`config.mk`:
```
export PLATFORM = sky130hd
export DESIGN_NAME = top_k_similarity_select
export DESIGN_NICKNAME = d
export VERILOG_FILES = /design/src/rtl/tkss_pkg.sv /design/src/rtl/top_k_similarity_select.sv /design/src/rtl/tkss_cmd_queue.sv /design/src/rtl/tkss_front.sv /design/src/rtl/tkss_back.sv
export SDC_FILE = /design/constraint.sdc
export NUM_CORES = 2
export LEC_CHECK = 0
export BUFFER_PORTS_ARGS = -buffer_cell sky130_fd_sc_hd__buf_2
export CORE_MARGIN = 3
export CORE_UTILIZATION = 64
export CTS_CLUSTER_DIAMETER = 120
export DETAILED_ROUTE_END_ITERATION = 10
export GPL_TIMING_DRIVEN = 0
export PLACE_DENSITY = 0.81
export RECOVER_POWER = 50
export SLEW_MARGIN = 40
export SYNTH_ARGS = -nofsm -noshare
export SYNTH_HDL_FRONTEND = slang
export SYNTH_SLANG_ARGS = --single-unit
export TNS_END_PERCENT = 100
```
`constraint.sdc`:
```
create_clock -name clock -period 9.65 [get_ports clock]
set_input_delay 1.93 -clock clock [delete_from_list [all_inputs] [get_ports clock]]
set_output_delay 1.93 -clock clock [all_outputs]
set_load 0.1 [all_outputs]
```
`src/rtl/tkss_pkg.sv`:
```
// Shared types and constants of the top-K similarity selector.
`timescale 1ns / 1ps

package tkss_pkg;

   // Size of the ranked hit list.
   localparam int TOP_K  = 8;
   localparam int RANK_W = (TOP_K > 1) ? $clog2(TOP_K) : 1;

   // Field widths.
   localparam int ELEM_W  = 16;
   localparam int PROD_W  = 2 * ELEM_W;
   localparam int SCORE_W = 40;
   localparam int INDEX_W = 16;
   localparam int HIT_RANK_W = 5;

   // Command queue between front and back.
   localparam int CMDQ_DEPTH = 4;
   localparam int CMDQ_PTR_W = $clog2(CMDQ_DEPTH);
   localparam int CMDQ_CNT_W = $clog2(CMDQ_DEPTH + 1);

   // Result queue at the output.
   localparam int OUTQ_DEPTH = 2;
   localparam int OUTQ_PTR_W = $clog2(OUTQ_DEPTH);
   localparam int OUTQ_CNT_W = $clog2(OUTQ_DEPTH + 1);

   // Input item function codes.
   localparam logic FUNC_ELEM = 1'b0;
   localparam logic FUNC_EOQ  = 1'b1;

   // Saturation bounds of the score.
   localparam logic signed [SCORE_W-1:0] SCORE_MAX = {1'b0, {(SCORE_W-1){1'b1}}};
   localparam logic signed [SCORE_W-1:0] SCORE_MIN = {1'b1, {(SCORE_W-1){1'b0}}};

   // Command from the front: a finished candidate or an end of query.
   typedef struct packed {
      logic                      eoq;
      logic                      keep;
      logic signed [SCORE_W-1:0] score;
      logic [INDEX_W-1:0]        index;
   } cmd_type;

   // One result item.
   typedef struct packed {
      logic                      valid;
      logic [INDEX_W-1:0]        index;
      logic signed [SCORE_W-1:0] score;
      logic [HIT_RANK_W-1:0]     rank;
      logic                      last;
   } hit_type;

endpackage

```
`src/rtl/top_k_similarity_select.sv`:
```
// Top level of the top-K dot-product similarity selector.
`timescale 1ns / 1ps

// Usage:
//   Input channel (req_*): push an item when req_full is low. req_func low
//   carries one element pair of the current candidate; req_elem_last closes
//   the candidate, whose req_cand_index and req_len_match are sampled then.
//   req_func high ends the query and emits the ranked hits.
//   Result channel (rsp_*): a result waits while rsp_empty is low; rsp_pop
//   takes it. Hits come best first with rsp_hit_rank counting from 0, and
//   rsp_hit_last marks the final one. A query with no hits gives a single
//   result with rsp_hit_valid low.
//   Configuration (csr_*): csr_data sets the 40-bit score threshold; always
//   ready. Write it only while the block is idle.
// Throughput: one item per cycle while the back end keeps up. A product
//   stage, a saturating accumulator and a command register feed a 4-entry
//   command queue; the back end takes one command per cycle while idle,
//   inserting with parallel compares, but an end of query holds it until all
//   its results (n hits, or one empty result) are written. Meanwhile commands
//   wait, and req_full rises once the command queue and the two front stages
//   hold four items. An end of query passes the product stage, command register
//   and command queue; then one result per cycle, while a 2-entry queue has room.
// Reset: list empty, accumulator clear, threshold 0. A stalled receiver fills
//   the result and command queues in turn, then raises req_full; no item is lost.
module top_k_similarity_select (
   input  logic                                 clock,
   input  logic                                 reset,
   input  logic                                 req_push,
   output logic                                 req_full,
   input  logic                                 req_func,
   input  logic signed [tkss_pkg::ELEM_W-1:0]   req_cand_elem,
   input  logic signed [tkss_pkg::ELEM_W-1:0]   req_query_elem,
   input  logic                                 req_elem_last,
   input  logic [tkss_pkg::INDEX_W-1:0]         req_cand_index,
   input  logic                                 req_len_match,
   output logic                                 rsp_empty,
   input  logic                                 rsp_pop,
   output logic                                 rsp_hit_valid,
   output logic [tkss_pkg::INDEX_W-1:0]         rsp_hit_index,
   output logic signed [tkss_pkg::SCORE_W-1:0]  rsp_hit_score,
   output logic [tkss_pkg::HIT_RANK_W-1:0]      rsp_hit_rank,
   output logic                                 rsp_hit_last,
   input  logic                                 csr_valid,
   output logic                                 csr_ready,
   input  logic signed [tkss_pkg::SCORE_W-1:0]  csr_data
);
   import tkss_pkg::*;

   logic                  cmd_push;
   cmd_type               cmd_data;
   logic                  cmd_pop;
   cmd_type               cmd_head;
   logic                  cmd_empty;
   logic [CMDQ_CNT_W-1:0] cmd_count;
   hit_type               rsp_hit;

   // Front: accept items, accumulate, classify finished candidates.
   tkss_front u_front (
      .clock          (clock),
      .reset          (reset),
      .req_push       (req_push),
      .req_full       (req_full),
      .req_func       (req_func),
      .req_cand_elem  (req_cand_elem),
      .req_query_elem (req_query_elem),
      .req_elem_last  (req_elem_last),
      .req_cand_index (req_cand_index),
      .req_len_match  (req_len_match),
      .csr_valid      (csr_valid),
      .csr_ready      (csr_ready),
      .csr_data       (csr_data),
      .cmdq_count     (cmd_count),
      .cmd_push       (cmd_push),
      .cmd_data       (cmd_data)
   );

   // Decouple the two halves so each can stall on its own.
   tkss_cmd_queue u_cmd_queue (
      .clock     (clock),
      .reset     (reset),
      .push      (cmd_push),
      .push_data (cmd_data),
      .pop       (cmd_pop),
      .head      (cmd_head),
      .empty     (cmd_empty),
      .count     (cmd_count)
   );

   // Back: rank the list and emit hits.
   tkss_back u_back (
      .clock     (clock),
      .reset     (reset),
      .cmd_empty (cmd_empty),
      .cmd_head  (cmd_head),
      .cmd_pop   (cmd_pop),
      .rsp_empty (rsp_empty),
      .rsp_pop   (rsp_pop),
      .rsp_hit   (rsp_hit)
   );

   assign rsp_hit_valid = rsp_hit.valid;
   assign rsp_hit_index = rsp_hit.index;
   assign rsp_hit_score = rsp_hit.score;
   assign rsp_hit_rank  = rsp_hit.rank;
   assign rsp_hit_last  = rsp_hit.last;

endmodule

```
`src/rtl/tkss_cmd_queue.sv`:
```
// Command queue that decouples the accumulate front from the ranking back.
`timescale 1ns / 1ps

module tkss_cmd_queue (
   input  logic                      clock,
   input  logic                      reset,
   input  logic                      push,
   input  tkss_pkg::cmd_type         push_data,
   input  logic                      pop,
   output tkss_pkg::cmd_type         head,
   output logic                      empty,
   output logic [tkss_pkg::CMDQ_CNT_W-1:0] count
);
   import tkss_pkg::*;

   cmd_type               mem_ff [CMDQ_DEPTH];
   logic [CMDQ_PTR_W-1:0] wr_ptr_ff, wr_ptr_in;
   logic [CMDQ_PTR_W-1:0] rd_ptr_ff, rd_ptr_in;
   logic [CMDQ_CNT_W-1:0] cnt_ff, cnt_in;

   function automatic logic [CMDQ_PTR_W-1:0] ptr_next(input logic [CMDQ_PTR_W-1:0] p);
      if (p == CMDQ_PTR_W'(CMDQ_DEPTH - 1)) begin
         return '0;
      end
      return p + 1'b1;
   endfunction

   assign head  = mem_ff[rd_ptr_ff];
   assign empty = (cnt_ff == '0);
   assign count = cnt_ff;

   always_comb begin
      wr_ptr_in = push ? ptr_next(wr_ptr_ff) : wr_ptr_ff;
      rd_ptr_in = pop ? ptr_next(rd_ptr_ff) : rd_ptr_ff;
      cnt_in    = cnt_ff;
      if (push && !pop) begin
         cnt_in = cnt_ff + 1'b1;
      end else if (pop && !push) begin
         cnt_in = cnt_ff - 1'b1;
      end
   end

   always_ff @(posedge clock) begin
      if (push) begin
         mem_ff[wr_ptr_ff] <= push_data;
      end
   end

   always_ff @(posedge clock) begin
      if (reset) begin
         wr_ptr_ff <= '0;
         rd_ptr_ff <= '0;
         cnt_ff    <= '0;
      end else begin
         wr_ptr_ff <= wr_ptr_in;
         rd_ptr_ff <= rd_ptr_in;
         cnt_ff    <= cnt_in;
      end
   end

`ifndef ASSERT_OFF
   a_no_overflow: assert property (@(posedge clock) disable iff (reset)
      (push && !pop) |-> (cnt_ff != CMDQ_CNT_W'(CMDQ_DEPTH)))
      else $error("command queue written while full");

   a_no_underflow: assert property (@(posedge clock) disable iff (reset)
      pop |-> (cnt_ff != '0))
      else $error("command queue read while empty");
`endif

endmodule

```
`src/rtl/tkss_front.sv`:
```
// Front: multiply, saturating accumulate and classification into commands.
`timescale 1ns / 1ps

module tkss_front (
   input  logic                                   clock,
   input  logic                                   reset,
   input  logic                                   req_push,
   output logic                                   req_full,
   input  logic                                   req_func,
   input  logic signed [tkss_pkg::ELEM_W-1:0]     req_cand_elem,
   input  logic signed [tkss_pkg::ELEM_W-1:0]     req_query_elem,
   input  logic                                   req_elem_last,
   input  logic [tkss_pkg::INDEX_W-1:0]           req_cand_index,
   input  logic                                   req_len_match,
   input  logic                                   csr_valid,
   output logic                                   csr_ready,
   input  logic signed [tkss_pkg::SCORE_W-1:0]    csr_data,
   input  logic [tkss_pkg::CMDQ_CNT_W-1:0]        cmdq_count,
   output logic                                   cmd_push,
   output tkss_pkg::cmd_type                      cmd_data
);
   import tkss_pkg::*;

   logic                      accept;
   logic [CMDQ_CNT_W:0]       pending;

   // Product stage.
   logic                      s1_valid_ff, s1_valid_in;
   logic                      s1_eoq_ff;
   logic                      s1_last_ff;
   logic signed [PROD_W-1:0]  s1_prod_ff;
   logic [INDEX_W-1:0]        s1_index_ff;
   logic                      s1_len_ff;

   // Accumulate stage.
   logic signed [SCORE_W-1:0] acc_ff, acc_in;
   logic signed [SCORE_W:0]   sum;
   logic signed [SCORE_W-1:0] sum_sat;
   logic                      cmd_valid_ff, cmd_valid_in;
   logic                      cmd_eoq_ff, cmd_eoq_in;
   logic                      cmd_len_ff, cmd_len_in;
   logic signed [SCORE_W-1:0] cmd_score_ff, cmd_score_in;
   logic [INDEX_W-1:0]        cmd_index_ff, cmd_index_in;

   logic signed [SCORE_W-1:0] thr_ff, thr_in;

   // Hold off items unless every item in flight is sure of a queue slot.
   assign pending  = {1'b0, cmdq_count} + (CMDQ_CNT_W + 1)'(s1_valid_ff)
                   + (CMDQ_CNT_W + 1)'(cmd_valid_ff);
   assign req_full = (pending >= (CMDQ_CNT_W + 1)'(CMDQ_DEPTH));
   assign accept   = req_push && !req_full;
   assign csr_ready = 1'b1;

   assign s1_valid_in = accept;
   assign thr_in      = (csr_valid && csr_ready) ? csr_data : thr_ff;

   always_comb begin
      sum = {acc_ff[SCORE_W-1], acc_ff}
          + {{(SCORE_W + 1 - PROD_W){s1_prod_ff[PROD_W-1]}}, s1_prod_ff};
      if (sum[SCORE_W] != sum[SCORE_W-1]) begin
         sum_sat = sum[SCORE_W] ? SCORE_MIN : SCORE_MAX;
      end else begin
         sum_sat = sum[SCORE_W-1:0];
      end

      acc_in       = acc_ff;
      cmd_valid_in = 1'b0;
      cmd_eoq_in   = s1_eoq_ff;
      cmd_len_in   = s1_len_ff;
      cmd_score_in = sum_sat;
      cmd_index_in = s1_index_ff;
      if (s1_valid_ff) begin
         if (s1_eoq_ff) begin
            acc_in       = '0;
            cmd_valid_in = 1'b1;
         end else if (s1_last_ff) begin
            acc_in       = '0;
            cmd_valid_in = 1'b1;
         end else begin
            acc_in = sum_sat;
         end
      end
   end

   assign cmd_push       = cmd_valid_ff;
   assign cmd_data.eoq   = cmd_eoq_ff;
   assign cmd_data.keep  = cmd_len_ff && ($signed(cmd_score_ff) >= $signed(thr_ff));
   assign cmd_data.score = cmd_score_ff;
   assign cmd_data.index = cmd_index_ff;

   always_ff @(posedge clock) begin
      s1_eoq_ff    <= (req_func == FUNC_EOQ);
      s1_last_ff   <= req_elem_last;
      s1_prod_ff   <= req_cand_elem * req_query_elem;
      s1_index_ff  <= req_cand_index;
      s1_len_ff    <= req_len_match;
      cmd_eoq_ff   <= cmd_eoq_in;
      cmd_len_ff   <= cmd_len_in;
      cmd_score_ff <= cmd_score_in;
      cmd_index_ff <= cmd_index_in;
      if (reset) begin
         s1_valid_ff  <= 1'b0;
         cmd_valid_ff <= 1'b0;
         acc_ff       <= '0;
         thr_ff       <= '0;
      end else begin
         s1_valid_ff  <= s1_valid_in;
         cmd_valid_ff <= cmd_valid_in;
         acc_ff       <= acc_in;
         thr_ff       <= thr_in;
      end
   end

`ifndef ASSERT_OFF
   a_acc_clear_after_cmd: assert property (@(posedge clock) disable iff (reset)
      (s1_valid_ff && (s1_eoq_ff || s1_last_ff)) |=> (acc_ff == '0))
      else $error("accumulator not cleared after a candidate ends");

   a_cmd_follows_stage: assert property (@(posedge clock) disable iff (reset)
      cmd_valid_ff |-> $past(s1_valid_ff))
      else $error("command without an item in the product stage");
`endif

endmodule

```
`src/rtl/tkss_back.sv`:
```
// Back: sorted top-K list, insertion, and ranked emission into the result queue.
`timescale 1ns / 1ps

module tkss_back (
   input  logic                                clock,
   input  logic                                reset,
   input  logic                                cmd_empty,
   input  tkss_pkg::cmd_type                   cmd_head,
   output logic                                cmd_pop,
   output logic                                rsp_empty,
   input  logic                                rsp_pop,
   output tkss_pkg::hit_type                   rsp_hit
);
   import tkss_pkg::*;

   typedef enum logic {
      S_IDLE,
      S_EMIT
   } state_type;

   state_type                 state_ff, state_in;
   logic [RANK_W-1:0]         rank_ff, rank_in;

   logic signed [SCORE_W-1:0] best_score_ff [TOP_K];
   logic signed [SCORE_W-1:0] best_score_in [TOP_K];
   logic [INDEX_W-1:0]        best_index_ff [TOP_K];
   logic [INDEX_W-1:0]        best_index_in [TOP_K];
   logic [TOP_K-1:0]          used_ff, used_in;

   hit_type                   outq_ff [OUTQ_DEPTH];
   hit_type                   outq_in [OUTQ_DEPTH];
   logic [OUTQ_PTR_W-1:0]     outq_wr_ff, outq_wr_in;
   logic [OUTQ_PTR_W-1:0]     outq_rd_ff, outq_rd_in;
   logic [OUTQ_CNT_W-1:0]     outq_cnt_ff, outq_cnt_in;

   logic [TOP_K-1:0]          beats;
   logic [TOP_K-1:0]          beats_prev;
   logic [TOP_K-1:0]          used_after;
   logic                      do_insert;
   logic                      res_push;
   logic                      res_pop;
   hit_type                   res;

   assign cmd_pop   = (state_ff == S_IDLE) && !cmd_empty;
   assign do_insert = cmd_pop && !cmd_head.eoq && cmd_head.keep;
   assign res_push  = (state_ff == S_EMIT) && (outq_cnt_ff != OUTQ_CNT_W'(OUTQ_DEPTH));
   assign res_pop   = rsp_pop && (outq_cnt_ff != '0);
   assign rsp_empty = (outq_cnt_ff == '0);
   assign rsp_hit   = outq_ff[outq_rd_ff];

   // A free slot or a strictly lower score yields; the list is sorted so this is monotone.
   always_comb begin
      for (int k = 0; k < TOP_K; k++) begin
         beats[k] = !used_ff[k] || ($signed(cmd_head.score) > $signed(best_score_ff[k]));
      end
      beats_prev = beats << 1;
      used_after = used_ff >> 1;
   end

   always_comb begin
      res.valid = used_ff[rank_ff];
      res.index = used_ff[rank_ff] ? best_index_ff[rank_ff] : '0;
      res.score = used_ff[rank_ff] ? best_score_ff[rank_ff] : '0;
      res.rank  = HIT_RANK_W'(rank_ff);
      res.last  = !used_ff[rank_ff] || !used_after[rank_ff];
   end

   always_comb begin
      state_in      = state_ff;
      rank_in       = rank_ff;
      best_score_in = best_score_ff;
      best_index_in = best_index_ff;
      used_in       = used_ff;
      outq_in       = outq_ff;
      outq_wr_in    = outq_wr_ff;
      outq_rd_in    = outq_rd_ff;
      outq_cnt_in   = outq_cnt_ff;

      unique case (state_ff)
         S_IDLE: begin
            if (cmd_pop && cmd_head.eoq) begin
               state_in = S_EMIT;
               rank_in  = '0;
            end
         end
         S_EMIT: begin
            if (res_push) begin
               if (res.last) begin
                  state_in = S_IDLE;
                  used_in  = '0;
               end else begin
                  rank_in = rank_ff + 1'b1;
               end
            end
         end
         default: begin
            state_in = S_IDLE;
         end
      endcase

      // Shift down everything from the insert point and drop the tail.
      if (do_insert) begin
         for (int k = 0; k < TOP_K; k++) begin
            if (beats_prev[k]) begin
               best_score_in[k] = best_score_ff[(k == 0) ? 0 : k - 1];
               best_index_in[k] = best_index_ff[(k == 0) ? 0 : k - 1];
            end else if (beats[k]) begin
               best_score_in[k] = cmd_head.score;
               best_index_in[k] = cmd_head.index;
            end
         end
         used_in = (used_ff << 1) | TOP_K'(1);
      end

      if (res_push) begin
         outq_in[outq_wr_ff] = res;
         outq_wr_in = outq_wr_ff + 1'b1;
      end
      if (res_pop) begin
         outq_rd_in = outq_rd_ff + 1'b1;
      end
      if (res_push && !res_pop) begin
         outq_cnt_in = outq_cnt_ff + 1'b1;
      end else if (res_pop && !res_push) begin
         outq_cnt_in = outq_cnt_ff - 1'b1;
      end
   end

   always_ff @(posedge clock) begin
      best_score_ff <= best_score_in;
      best_index_ff <= best_index_in;
      outq_ff       <= outq_in;
      rank_ff       <= rank_in;
      if (reset) begin
         state_ff    <= S_IDLE;
         used_ff     <= '0;
         outq_wr_ff  <= '0;
         outq_rd_ff  <= '0;
         outq_cnt_ff <= '0;
      end else begin
         state_ff    <= state_in;
         used_ff     <= used_in;
         outq_wr_ff  <= outq_wr_in;
         outq_rd_ff  <= outq_rd_in;
         outq_cnt_ff <= outq_cnt_in;
      end
   end

`ifndef ASSERT_OFF
   a_used_prefix: assert property (@(posedge clock) disable iff (reset)
      ((used_ff & (used_ff + 1'b1)) == '0))
      else $error("used slots are not a prefix of the list");

   a_last_ends_emit: assert property (@(posedge clock) disable iff (reset)
      (res_push && res.last) |=> ((state_ff == S_IDLE) && (used_ff == '0)))
      else $error("list not cleared after the last result");

   a_no_pop_in_emit: assert property (@(posedge clock) disable iff (reset)
      (state_ff == S_EMIT) |-> !cmd_pop)
      else $error("command taken while emitting results");
`endif

endmodule
```
* Yosys cells after proc, flatten, opt, wreduce, memory -nomap -nowiden *
Memory sizes are Yosys's and may differ from the RTL's. A register that Yosys moved wholly into a read port is not among the register bits.
Index checks and enable logic that the tools add are counted.

storage, ports and cells
  bits in registers = 788
  memories = 1
  memory bits (writable) = 232

memory list
  memory              words  bits a word  rd ports  clocked after memory_dff  write ports  line                  RTL
  u_cmd_queue.mem_ff  4      58           1         1                         1            tkss_cmd_queue.sv:16  cmd_type mem_ff [CMDQ_DEPTH];

operators by class
  add/subtract/negate cells = 12
  multiplexer cells = 78
  bitwise operators = 5
  magnitude comparators = 15
  equality and inequality tests = 7
  $mul = 1
  reductions and logical operators = 65

operator list
  kind                                                            count
  40-bit 2-to-1 mux                                               21
  40-bit > comparator                                             8
  16-bit 2-to-1 mux                                               17
  63-bit 2-to-1 mux                                               4
  126-bit bitwise mux                                             1
  40-bit binary-select mux with 3-bit select                      1
  63-bit demux with 1-bit select                                  1
  16-bit binary-select mux with 3-bit select                      1
  40-bit by 32-bit adder with 41-bit output                       1
  40-bit >= comparator                                            1
  16-bit by 16-bit multiplier with 32-bit output                  1
  8-bit 2-to-1 mux                                                4
  2-bit nonzero test                                              13
  1-bit zero test                                                 17
  2-bit 2-to-1 mux                                                8
  2-bit AND reduction                                             8
  3-bit 2-to-1 mux                                                5
  1-bit logical AND                                               13
  1-bit 2-to-1 mux                                                11
  1-bit logical OR                                                9
  2-bit != test (second input constant)                           4
  2-bit by 1-bit adder with 2-bit output (second input constant)  3
  3-bit by 1-bit adder with 3-bit output (second input constant)  2
  1-bit binary-select mux with 3-bit select                       2
  21 further kinds                                                27

* Depth between registers and ports, before layout *
  word-level depth = 8
  gate-level depth with buffers = 25
  mapped depth without buffers = 23

* Modules after synthesis *
From an unflattened synthesis, not the netlist that was laid out.

second synthesis, totals
  cells, all modules = 4874
  area total of the unflattened synthesis = 62461.2 um^2

modules (own cells, without submodules)
  module          cells each  times used  seq. area each (um^2)  area an instance (um^2)
  tkss_back       2583        1           17466.8                35238.8
  tkss_front      1945        1           3823.7                 18396.4
  tkss_cmd_queue  346         1           7146.9                 8826.0

* Least setup slack after synthesis *
No wires, ideal clock.

  path type = register -> register
  from = reg with a tool-made name
  to = reg u_back.best_index_ff[0] (netlist bit), enable pin
  slack = 1.970 ns
  setup time = 0.503 ns
  arrival = 7.177 ns
  buffers on the path = 5
  cell stages (with the launch flop) = 16
  clock period less this slack = 7.680 ns
  data required time = 9.147 ns
  cell sequence = dfxtp_1 -> clkbuf_1 -> buf_2 -> buf_1 -> mux4_2 -> ha_1 -> nand4_1 -> nor3_2 -> nand2_1 -> or4_4 -> nor3b_2 -> a211oi_1 -> a21o_1 -> buf_6 -> buf_6 -> a31oi_1

RTL lines
  item                  line              RTL
  to (signal assigned)  tkss_back.sv:131  best_index_ff <= best_index_in;
  to (decl)             tkss_back.sv:26   logic [INDEX_W-1:0] best_index_ff [TOP_K];

* Worst setup path after layout *
  from = in req_cand_elem[3] (netlist bit)
  to = reg u_front.s1_prod_ff[30]

on the way
  word-level cells in the longest chain between the ends = 1

RTL lines
  item                                            line                           RTL
  from (decl)                                     top_k_similarity_select.sv:31  input logic signed [tkss_pkg::ELEM_W-1:0] req_cand_elem,
  16-bit by 16-bit multiplier with 32-bit output  tkss_front.sv:94               s1_prod_ff <= req_cand_elem * req_query_elem;
  to (signal assigned)                            tkss_front.sv:94
  to (decl)                                       tkss_front.sv:31               logic signed [PROD_W-1:0] s1_prod_ff;

Every way passes these cells.
A chain may end at the register's enable or synchronous reset.

==> flow_metrics.tcl <==
set metrics [dict create \
    finClkSkew_ns 0.0367 \
    start_kind "primary input" \
    arrival_ns 8.61 \
    min_period_over_period_pct 82.9 \
    slew_headroom_pct -59.8 \
    die_x_um 318 \
    status "finished, violations left" \
    grt_usage_pct 32.0 \
    worst_path_largest_cell_delay_ns 0.57 \
    synth-main-ff-cell "edfxtp_1" \
    worst_slew_pin_slew_ns 2.40 \
    clock_latency_ns 0.69 \
    drt_iter0_drc 4048 \
    drt-vias-per-instance 6.27 \
    crit_family "adder cells" \
    slew_violations 308 \
    die_area_sq_um 101000 \
    root_buffer "clkbuf_16" \
    firstDrtPassIters 6 \
    nets 6107 \
    port_buffers 156 \
    routed_wl_um 161000 \
    drive_gt1_share_pct 20.1 \
    grt-ovfl-total 0 \
    grt_pass1_vias 43200 \
    vias 41500 \
    cts_hold_buf 0 \
    worst-path-buf-inv 8 \
    path_clk_slew_ns 0.06 \
    cts_tree "yes" \
    ir_worst_vdd_mv 1.46 \
    hpwl_um 121000 \
    crit_slowest_cell "fa_1" \
    rows 113 \
    yosysSeqAreaShare_pct 45.5 \
    setup_tns_ns 0 \
    synthArstFlopShare_pct 0 \
    finalWorstSetupSlack_ns 1.65 \
    grt_pass1_wl_um 249000 \
    clock.fmax_mhz 125 \
    path_class "in -> reg" \
    synth_edf_count 805 \
    pre_cts_ws_ns 0.994 \
    area_growth_pct 10.5 \
    hold_start "u_front.cmd_index_in[5]$_DFF_P_" \
    clock-sinks 1018 \
    yosys_register_bits 1018 \
    yosysWarningCount 0 \
    drc_errors 0 \
    violations "capacitance limit, slew limit" \
    max_cap_viol_count 10 \
    rsz0062_at_grt "no" \
    hold_path_depth 0 \
    end_kind "register" \
    clockBufferDepth 3 \
    setup_viol 0 \
    ys_types 85 \
    boundaryPins 162 \
    crit_required_ns 10.26 \
    design.core.area_sq_um 95900 \
    grt_max_degree 38 \
    power.leakage_nw 28.6 \
    powerDensity_nw_per_um2 349 \
    hold_path_end "u_front.cmd_index_ff[5]$_DFF_P_" \
    grt_antenna_before_repair 2 \
    finalHoldViolations 0 \
    hold_class "reg -> reg" \
    rrSetupSlack_ns 1.80 \
    detail_route.wl_per_cell_um 24.4 \
    r2r_end "u_back.best_score_ff[136]$_DFFE_PP_" \
    layout_min_cycle_time_ns 8.00 \
    crit_top_cell "inv_1" \
    place_congestion 0.964 \
    syn_area_per_cell_sq_um 12.6 \
    layout_common_cells "805 x edfxtp_1, 714 x inv_1, 491 x ha_1" \
    ff2ff_path_depth 19 \
    synth_cells 4951 \
    post-cts-setup-buffer-count 0 \
    dieHeight_um 318 \
    ctsResizeCount 0 \
    start_util_pct 65.1 \
    ant_nets 0 \
    htree_levels 3 \
    cts_buffers 104 \
    layout_commonest_cell "edfxtp_1" \
    cp_max_fo 10 \
    synthesis.area_sq_um 62400 \
]
per-layer routing:
layer	vias up	wire, um	track usage, %
met5	-	13	0
met4	2	8830	16.3
met3	474	12000	5.04
met2	1894	80200	53.9
met1	20700	60300	40.4
li1	18300	-	-
registers in the layout, indices dropped and copies added, names as in the netlist, 32 cells and up, named ones only:
name and flops:
u_cmd_queue.mem_ff 232, u_back.best_score_ff 320, u_back.outq_ff 122, u_front.s1_prod_ff 32, u_front.thr_ff 40, u_front.acc_ff 40
u_back.best_index_ff 128, u_front.cmd_score_ff 40
worst max-delay path by stage:
stage	slack (ns)	from	cells after the start	endpoint
5_1_grt	1.17	req_cand_elem[3]	25	u_front.s1_prod_ff[30]$_DFF_P_
6_report	1.65	req_cand_elem[3]	25	u_front.s1_prod_ff[30]$_DFF_P_
3_3_place_gp	-2.26	register	15	u_back.best_score_ff[19]$_DFFE_PP_
4_1_cts	1.70	req_cand_elem[3]	25	u_front.s1_prod_ff[30]$_DFF_P_
2_1_floorplan	1.97	register	15	u_back.best_index_ff[0]$_DFFE_PP_
3_5_place_dp	0.99	req_cand_elem[3]	25	u_front.s1_prod_ff[30]$_DFF_P_
report_power, final:
| group | total [W] | internal, W | switching (W) |
|---|---|---|---|
| registers | 0.00661 | 0.00603 | 0.000579 |
| clock network | 0.00418 | 0.00243 | 0.00174 |
| logic | 0.0133 | 0.00520 | 0.00807 |
synthesized netlist by cell type, types with 7 or more instances:
cell type	number	share of area (%)
a211oi_1	18	0.22
a21o_1	113	1.4
a21oi_1	161	1.3
a31oi_1	13	0.13
and2_1	133	1.3
and3_1	9	0.090
buf_1	22	0.13
buf_2	34	0.27
buf_4	12	0.14
buf_6	9	0.16
clkbuf_1	108	0.65
dfxtp_1	213	6.8
edfxtp_1	805	39
fa_1	264	8.5
ha_1	491	9.8
inv_1	714	4.3
mux2_1	16	0.29
mux2_2	409	7.4
mux2_4	28	0.67
mux2i_1	107	1.7
mux4_2	171	6.2
nand2_1	250	1.5
nand2b_1	19	0.19
nand3_1	39	0.31
nand4_1	83	0.83
nor2_1	216	1.3
nor2b_1	31	0.31
nor3_1	31	0.25
nor4_1	7	0.070
o2111ai_1	43	0.60
o211ai_1	23	0.28
o21a_1	20	0.24
o21ai_0	136	1.1
o21bai_1	11	0.13
or2_2	7	0.070
or3_1	8	0.080
xnor2_1	46	0.65
xor2_1	33	0.46
worst reg2reg max path: cells and delay by family, from the launching register on:
kind	cells	cell delay, ns
compound gates	4	1.46
fa+ha+maj	1	0.45
buf+inv	8	2.89
flops	1	0.31
mux	2	1.15
simple gates	4	1.29
kinds of logic (layout without fill, tap and decap cells):
kind of cell / count (synthesis) / count (layout) / share of synthesized area (%)
XOR/XNOR: 79 / 79 / 1.11
buffers and inverters: 899 / 1289 / 5.65
AND/OR/NAND/NOR: 856 / 856 / 6.68
flip-flops: 1018 / 1018 / 45.5
AO/OA/AOI/OAI: 611 / 611 / 6.47
multiplexers: 731 / 731 / 16.2
adder cells (fa/ha/maj): 755 / 755 / 18.3
other: 2 / 7 / 0.0120
cell type report:
type	instances	area, sq um
clock inverters	59	656
fillers	6247	26800
diodes	4	10.0
clock buffers	133	2880
inverters	714	2680
well taps	1265	1580
plain buffers	185	863
multi-input cells	3035	30600
repair buffers	198	1340
flip-flops and latches	1018	28400
per-stage QoR:
| step | total power (W) | area, sq um | hold slack [ns] | cells | util (%) |
|---|---|---|---|---|---|
| after floorplan | 0.0161 | 62400 | 0.310 | 4952 | - |
| after CTS | 0.0241 | 69200 | 0.306 | 6606 | 72.2 |
| after global routing | 0.0258 | 69000 | 0.314 | 6607 | 72.0 |
| final | 0.0241 | 69000 | 0.304 | 6611 | 72.0 |
| after global placement | 0.0192 | 64800 | 0.313 | 6373 | 67.6 |
| after detailed placement | 0.0198 | 65700 | 0.314 | 6414 | 68.5 |
Power figures use the tool's default switching activity.
